## config.mk

```make
export PLATFORM = sky130hd
export DESIGN_NAME = sbas_ctrl
export DESIGN_NICKNAME = d
export VERILOG_FILES = /design/src/rtl/core/sbas_pkg.sv /design/src/rtl/core/sbas_ctrl.sv
export SDC_FILE = /design/constraint.sdc
export NUM_CORES = 1
export LEC_CHECK = 0
export BUFFER_PORTS_ARGS = -buffer_cell sky130_fd_sc_hd__buf_2
export CAP_MARGIN = 5
export CORE_AREA = 2 2 139 73
export DETAILED_ROUTE_END_ITERATION = 16
export DIE_AREA = 0 0 141 75
export PLACE_DENSITY = 0.59
export REMOVE_ABC_BUFFERS = 1
export SETUP_SLACK_MARGIN = 0.15
export SLEW_MARGIN = 40
export SYNTH_ARGS = -nofsm -noshare
export SYNTH_HDL_FRONTEND = slang
export SYNTH_SLANG_ARGS = --single-unit
```

## constraint.sdc

```tcl
create_clock -name i_clk -period 4.8 [get_ports i_clk]
set_input_delay 0.24 -clock i_clk [delete_from_list [all_inputs] [get_ports i_clk]]
set_output_delay 0.24 -clock i_clk [all_outputs]
set_load 0.01 [all_outputs]
```

## src/rtl/core/sbas_pkg.sv

```systemverilog
`timescale 1ns / 1ps
// ----------------------------------------------------------------------------
// sbas_pkg: shared types and constants of the slider-block avalanche block
// Holds site count, command codes, register indexes, payload structs and the
// command/status bundles between controller and datapath.
// ----------------------------------------------------------------------------
package sbas_pkg;

    localparam int SITES        = 256;
    localparam int MAX_RANGE    = 64;
    localparam int IDX_W        = $clog2(SITES);
    localparam logic [19:0] FAIL_COUNT_MAX = 20'hFFFFF;
    localparam logic [31:0] LFSR_MASK      = 32'h80200003;

    // command codes
    localparam logic [1:0] FUNC_FILL  = 2'd0;
    localparam logic [1:0] FUNC_TICK  = 2'd1;
    localparam logic [1:0] FUNC_QUERY = 2'd2;

    // register indexes
    localparam logic [2:0] REG_RESIDUAL  = 3'd0;
    localparam logic [2:0] REG_THRESHOLD = 3'd1;
    localparam logic [2:0] REG_DRIVE     = 3'd2;
    localparam logic [2:0] REG_NOISE     = 3'd3;
    localparam logic [2:0] REG_SHARE     = 3'd4;
    localparam logic [2:0] REG_RANGE     = 3'd5;

    typedef struct packed {
        logic [1:0] func;
        logic [7:0] site_index;
    } t_in_word;

    typedef struct packed {
        logic [19:0] fail_count;
        logic [31:0] site_fails;
    } t_out_word;

    typedef struct packed {
        logic [15:0] residual_stress;
        logic [15:0] threshold_stress;
        logic [15:0] drive_step;
        logic [15:0] noise_amplitude;
        logic [15:0] neighbour_share;
        logic [6:0]  transfer_range;
    } t_cfg;

    // controller to datapath
    typedef struct packed {
        logic [IDX_W-1:0] rd_addr;   // read stress and counter at addr
        logic             wr_fill;   // write noisy residual at addr
        logic             wr_drive;  // write stress + drive
        logic             wr_share;  // write stress + share
        logic             wr_fail;   // write noisy residual, bump counter
        logic [IDX_W-1:0] wr_addr;
        logic             cnt_clr;   // clear stress and counter at addr (reset sweep)
        logic             fails_clr;
        logic             out_tick;
        logic             out_query;
        logic             out_zero;
    } t_dp_cmd;

    // datapath to controller
    typedef struct packed {
        logic over;        // read stress above threshold
        logic fails_full;  // tick fail count saturated
    } t_dp_sts;

endpackage

```

## src/rtl/core/sbas_ctrl.sv

```systemverilog
`timescale 1ns / 1ps
// ----------------------------------------------------------------------------
// sbas_ctrl: command sequencer
// Clears the site memories after reset, then runs fill, drive tick with
// avalanche scans, and query over the site memories one access per cycle.
// ----------------------------------------------------------------------------
module sbas_ctrl (
    input  logic               i_clk,
    input  logic               i_rst_n,
    input  logic               i_start,
    input  sbas_pkg::t_in_word i_in,
    input  logic [6:0]         i_range,
    input  sbas_pkg::t_dp_sts  i_sts,
    input  logic               i_done,
    output sbas_pkg::t_dp_cmd  o_cmd,
    output logic               o_busy
);
    localparam int IW = sbas_pkg::IDX_W;

    typedef enum logic [10:0] {
        S_CLEAR  = 11'b00000000001,
        S_IDLE   = 11'b00000000010,
        S_FILL   = 11'b00000000100,
        S_DRIVE  = 11'b00000001000,
        S_DRWR   = 11'b00000010000,
        S_SCAN   = 11'b00000100000,
        S_TEST   = 11'b00001000000,
        S_SHRD   = 11'b00010000000,
        S_SHWR   = 11'b00100000000,
        S_QUERY  = 11'b01000000000,
        S_WAIT   = 11'b10000000000
    } t_state;

    t_state       r_state, n_state;
    logic [IW:0]  r_idx, n_idx;     // current site
    logic [IW:0]  r_nb, n_nb;       // neighbour position being updated
    logic [7:0]   r_m, n_m;         // neighbour distance, 1..range while sharing
    logic         r_side, n_side;   // 0 right, 1 left
    logic         r_again, n_again;
    logic [7:0]   w_range;
    logic [IW+1:0] w_pos;

    assign w_range = (i_range > 7'(sbas_pkg::MAX_RANGE)) ?
                     8'(sbas_pkg::MAX_RANGE) : {1'b0, i_range};

    // neighbour position for distance m on the chosen side
    function automatic logic [IW+1:0] nb_pos(input logic [IW:0] i, input logic [7:0] m,
                                             input logic side);
        logic [IW+1:0] p;
        begin
            p = side ? ({1'b0, i} - (IW+2)'(m)) : ({1'b0, i} + (IW+2)'(m));
            return p;
        end
    endfunction

    always_comb begin
        n_state = r_state;
        n_idx   = r_idx;
        n_nb    = r_nb;
        n_m     = r_m;
        n_side  = r_side;
        n_again = r_again;
        o_cmd   = '0;
        o_cmd.rd_addr = r_idx[IW-1:0];
        o_cmd.wr_addr = r_idx[IW-1:0];
        w_pos   = nb_pos(r_idx, r_m, r_side);
        case (r_state)
            S_CLEAR: begin
                o_cmd.cnt_clr = 1'b1;
                n_idx = r_idx + 1'b1;
                if (r_idx == (IW+1)'(sbas_pkg::SITES - 1)) begin
                    n_state = S_IDLE;
                    n_idx = '0;
                end
            end
            S_IDLE: begin
                n_idx = '0;
                if (i_start) begin
                    case (i_in.func)
                        sbas_pkg::FUNC_FILL: n_state = S_FILL;
                        sbas_pkg::FUNC_TICK: begin
                            n_state = S_DRIVE;
                            o_cmd.fails_clr = 1'b1;
                        end
                        sbas_pkg::FUNC_QUERY: begin
                            // read the queried counter on the accepting edge
                            o_cmd.rd_addr = i_in.site_index[IW-1:0];
                            n_idx = {1'b0, i_in.site_index[IW-1:0]};
                            n_state = S_QUERY;
                        end
                        default: begin
                            o_cmd.out_zero = 1'b1;
                            n_state = S_WAIT;
                        end
                    endcase
                end
            end
            S_FILL: begin
                o_cmd.wr_fill = 1'b1;
                n_idx = r_idx + 1'b1;
                if (r_idx == (IW+1)'(sbas_pkg::SITES - 1)) begin
                    o_cmd.out_zero = 1'b1;
                    n_state = S_WAIT;
                end
            end
            S_DRIVE: begin
                n_state = S_DRWR;
            end
            S_DRWR: begin
                o_cmd.wr_drive = 1'b1;
                n_idx = r_idx + 1'b1;
                if (r_idx == (IW+1)'(sbas_pkg::SITES - 1)) begin
                    n_idx = '0;
                    n_again = 1'b0;
                    n_state = S_SCAN;
                end else begin
                    n_state = S_DRIVE;
                end
            end
            S_SCAN: begin
                n_state = S_TEST;
            end
            S_TEST: begin
                if (i_sts.over) begin
                    o_cmd.wr_fail = 1'b1;
                    n_again = 1'b1;
                    n_m = 8'd1;
                    n_side = 1'b0;
                    n_state = S_SHRD;
                end else begin
                    n_state = S_SHRD;
                    n_m = 8'd0;
                end
            end
            S_SHRD: begin
                // walk neighbours, skipping those off the chain
                if (r_m == 8'd0 || r_m > w_range) begin
                    if (r_side == 1'b0 && r_m != 8'd0) begin
                        n_side = 1'b1;
                        n_m = 8'd1;
                    end else if (i_sts.fails_full) begin
                        // stop a runaway avalanche once the last share is out
                        o_cmd.out_tick = 1'b1;
                        n_state = S_WAIT;
                    end else begin
                        n_idx = r_idx + 1'b1;
                        n_side = 1'b0;
                        n_state = S_SCAN;
                        if (r_idx == (IW+1)'(sbas_pkg::SITES - 1)) begin
                            n_idx = '0;
                            n_again = 1'b0;
                            if (!r_again) begin
                                o_cmd.out_tick = 1'b1;
                                n_state = S_WAIT;
                            end
                        end
                    end
                end else if (w_pos[IW+1] || w_pos[IW]) begin
                    n_m = r_m + 8'd1;
                end else begin
                    o_cmd.rd_addr = w_pos[IW-1:0];
                    n_nb = w_pos[IW:0];
                    n_state = S_SHWR;
                end
            end
            S_SHWR: begin
                o_cmd.wr_share = 1'b1;
                o_cmd.wr_addr = r_nb[IW-1:0];
                n_m = r_m + 8'd1;
                n_state = S_SHRD;
            end
            S_QUERY: begin
                o_cmd.out_query = 1'b1;
                n_state = S_WAIT;
            end
            S_WAIT: begin
                n_idx = '0;
                if (i_done) begin
                    n_state = S_IDLE;
                end
            end
            default: n_state = S_IDLE;
        endcase
    end

    always_ff @(posedge i_clk) begin
        if (!i_rst_n) begin
            r_state <= S_CLEAR;
            r_idx   <= '0;
            r_nb    <= '0;
            r_m     <= '0;
            r_side  <= 1'b0;
            r_again <= 1'b0;
        end else begin
            r_state <= n_state;
            r_idx   <= n_idx;
            r_nb    <= n_nb;
            r_m     <= n_m;
            r_side  <= n_side;
            r_again <= n_again;
        end
    end

    assign o_busy = r_state != S_IDLE;

    // start is only taken from idle
    assert property (@(posedge i_clk) disable iff (!i_rst_n)
        (r_state == S_IDLE && i_start) |=> r_state != S_IDLE)
        else $error("start not taken");
    // a result strobe is always followed by a return to idle
    assert property (@(posedge i_clk) disable iff (!i_rst_n)
        (r_state == S_WAIT && i_done) |=> r_state == S_IDLE)
        else $error("wait did not end");
    // a share write always follows its read
    assert property (@(posedge i_clk) disable iff (!i_rst_n)
        r_state == S_SHWR |-> $past(r_state) == S_SHRD)
        else $error("share write without read");
endmodule
```

==> results.tsv <==
stage	metric	value	unit
outcome	outcome	complete, no violations	
logic_synthesis	async_reset_ff_share	0	%
timing	rsz0062_at_grt	no	
grt	grtUsageMet2	26.6	%
route	avgViaCountPerCell	5.26	
worst_setup_path	cpMaxStageDelayCell	or3b_2	
layout	nFillCells	985	
flow_run	drv_cap	0	
grt	grt_max_degree	22	
floorplan	fp-row-count	25	
floorplan	start_util	34.3	%
route	wirelength	8640	um
clocking	cts_tree	built	
worst_setup_path	worstSetupEndpoint	o_cmd[23]	
route	drcViolationCount	0	
worst_setup_path	timing.rr.end	r_state[4]	
grt	grt_pass1_vias	2783	
floorplan	core	9290	sq um
timing	max_freq	236	MHz
grt	use_met3	3.24	%
layout	antenna_cells	0	
pwr	p_leak	1.51	nW
placed_design	io_buffers	48	
logic_synthesis	synth_ff_type	dfxtp_1	
timing	hold_viol	0	
grt	grt_pass1_wl	14000	um
layout	nets	498	
clocking	cts_made_buffers	5	
logic_synthesis	yosysWarningCount	0	
timing	setup_viol	0	
grt	top_usage_layer	met2	
grt	antenna_found_initial	0	
route	vias	3022	
logic_synthesis	synth-seq-cells	38	
floorplan	pin_count	49	
pwr	p_per_area	342	nW/um^2
placed_design	gp_congestion	0.884	
pwr	vdd_drop_max	0.0984	mV
logic_synthesis	synth-edff-count	0	
logic_synthesis	yosys.cell_types.count	70	
hold_path	hold_path_class	primary input to flip-flop	
grt	grt_overflow_total	0	
worst_setup_path	crit-reg2reg-launch	r_m[0]	
floorplan	die_y	75	um
grt	grt_util_met1	24.0	%
floorplan	dieArea	10600	sq um
worst_setup_path	cp_data_required_time	4560	ps
timing	fin_crit	4240	ps
worst_setup_path	arrival	4000	ps
placed_design	hpwl	6580	um
worst_setup_path	cp_common_cell	ha_1	
route	drtIter0Drc	184	
placed_design	dpl_cell_area	3490	sq um
worst_setup_path	worstRegToRegCells	15	
worst_setup_path	cp_slowest_stage_delay	490	ps
timing	finClkSkew	3.72	ps
logic_synthesis	postSynthCellCount	418	
clocking	clk_latency	280	ps
pwr	finalPower	0.00124	W
floorplan	fp.dieW	141	um
timing	setup_tns	0	ps
layout	area_growth	14.0	%
layout	drive_gt1_share	19.6	%
clocking	clk_pin_slew	60	ps
worst_setup_path	critPathLaunch	r_m[0]	
worst_setup_path	criticalPathCategory	flip-flop to primary output	
timing	fin_crit_sh	88.3	%
layout	postLayoutCellArea	3640	sq um
logic_synthesis	netlist_area	3190	sq um
timing	worst_pin_slew	761	ps
clocking	clock_sinks	38	
clocking	clockBufferDepth	2	
route	wl_per_cell	15.0	um
worst_setup_path	reg2reg_slack	1070	ps
clocking	cts-root-buf	clkbuf_16	
worst_setup_path	start_kind	flip-flop	
route	ant_nets	0	
logic_synthesis	ys_seq_area_share	23.8	%
timing	slew_violations	0	
logic_synthesis	synth_area_per_cell	7.63	sq um
worst_setup_path	cp_max_fo	13	
worst_setup_path	crit_path_cell_trace	inv_1 > ha_1 > nor2b_1 > a21oi_1 > xnor2_1 > ha_1 > o21a_1 > o31a_1 > o41a_1 > nor4_1 > a31oi_1 > a21o_1 > buf_4 > or3b_2 > nand3_1 > buf_2	
timing	slew-limit-headroom	49.0	%
worst_setup_path	cp-end-kind	primary output	
clocking	htree_levels	2	
route	drtPass1Iterations	4	
grt	grt_usage	16.7	%
## stage by stage
| stage | setup slack [ps] | hold slack (ps) | cells | util (%) |
|---|---|---|---|---|
| CTS | 522 | 228 | 575 | 39.1 |
| detailed placement | 836 | 443 | 567 | 37.5 |
| finish | 560 | 235 | 575 | 39.1 |
| global route | 245 | 237 | 575 | 39.1 |
| global placement | 911 | 440 | 567 | 37.4 |
| floorplan | 1140 | 316 | 397 | - |
## cells in the final DEF, fill, tap and decap left out, drive strengths merged, types with 11 or more instances in the layout
cell type and n:
nand3 18, inv 20, xnor2 14, nor3b 12, a21oi 34, nand2 46
buf 49, o21ai 20, and3 13, ha 21, nor3 11, dfxtp 38
nor2b 14, nor2 36
## cell families (layout without fill, tap and decap cells)
kind of cell,after synthesis,after routing,share of synthesized area [%]
AO/OA/AOI/OAI,103,103,21.5
XOR/XNOR,17,17,4.67
adder cells (fa/ha/maj),22,22,8.86
buffers and inverters,42,78,6.00
flip-flops,38,38,23.8
multiplexers,9,9,3.10
AND/OR/NAND/NOR,187,187,32.0
## layout make-up
cell class | instances | area (sq um) | area share [%]
multi-input cells | 338 | 2250 | 61.9
flip-flops and latches | 38 | 761 | 20.9
repair buffers | 49 | 248 | 6.81
well taps | 121 | 151 | 4.16
clock buffers | 7 | 143 | 3.92
inverters | 21 | 78.8 | 2.17
clock inverters | 1 | 5.00 | 0.138
## flip-flops by register name, summed over array words and instances, names as in the netlist
| signal | flops |
|---|---|
| r_state | 11 |
| r_idx | 9 |
| r_m | 8 |
| r_nb | 8 |
| r_again | 1 |
| r_side | 1 |
## synth_stat cells, drive strengths merged (5+ instances only)
cell    count  area (sq um)
buf         9          66.3
nand2b      6          37.5
a21oi      34           185
a211oi      6          50.1
a31o        6          52.6
nand3      18           108
nor2       36           135
or3         6          42.5
o21ai      20           104
nor2b      14          87.6
dfxtp      38           761
inv        21          78.8
ha         21           263
and3       13          81.3
o211ai      5          37.5
nor3b      12          90.1
nor4        7          43.8
clkbuf     12          46.3
nor3       11          66.3
xnor2      14           123
a31oi       5          31.3
nand2      46           191
mux2        7          78.8
## routing by layer
metal / up-vias / wire [um]
li1: 1569 / -
met5: - / 0
met2: 46 / 3710
met1: 1405 / 4590
met3: 2 / 301
met4: 0 / 31
## critical path, delay by kind of cell, from the launching register on
| family | cells | cell delay, ps |
|---|---|---|
| AOI/OAI and AO/OA | 6 | 1240 |
| xor gates and xnor gates | 1 | 130 |
| adders and majority gates | 2 | 500 |
| buffers and inverters | 3 | 430 |
| DFF | 1 | 420 |
| and+or+nand+nor | 4 | 1010 |
## how the worst min path moves through the flow
stage,from,to,slack [ps],cells past startpoint
floorplan,i_rst_n,r_state[0],320,1
global placement,r_nb[2],r_nb[2],440,2
detailed placement,r_nb[4],r_nb[4],440,2
CTS,i_in[8],r_state[9],230,2
global route,i_in[8],r_state[9],240,2
finish,i_in[8],r_state[9],240,2
## where the power goes
| part | internal [W] | total (W) | switching [W] |
|---|---|---|---|
| registers | 0.000337 | 0.000373 | 0.0000353 |
| logic | 0.000212 | 0.000535 | 0.000323 |
| clock network | 0.000206 | 0.000336 | 0.000130 |
| total | 0.000756 | 0.00124 | 0.000488 |
## repair_timing
action                                  4_1_cts  5_1_grt
endpoints found under the setup margin        0        2
resized for setup                             0        1
setup buffers                                 0        0
hold buffers                                  0        0
Power figures use the tool's default switching activity.
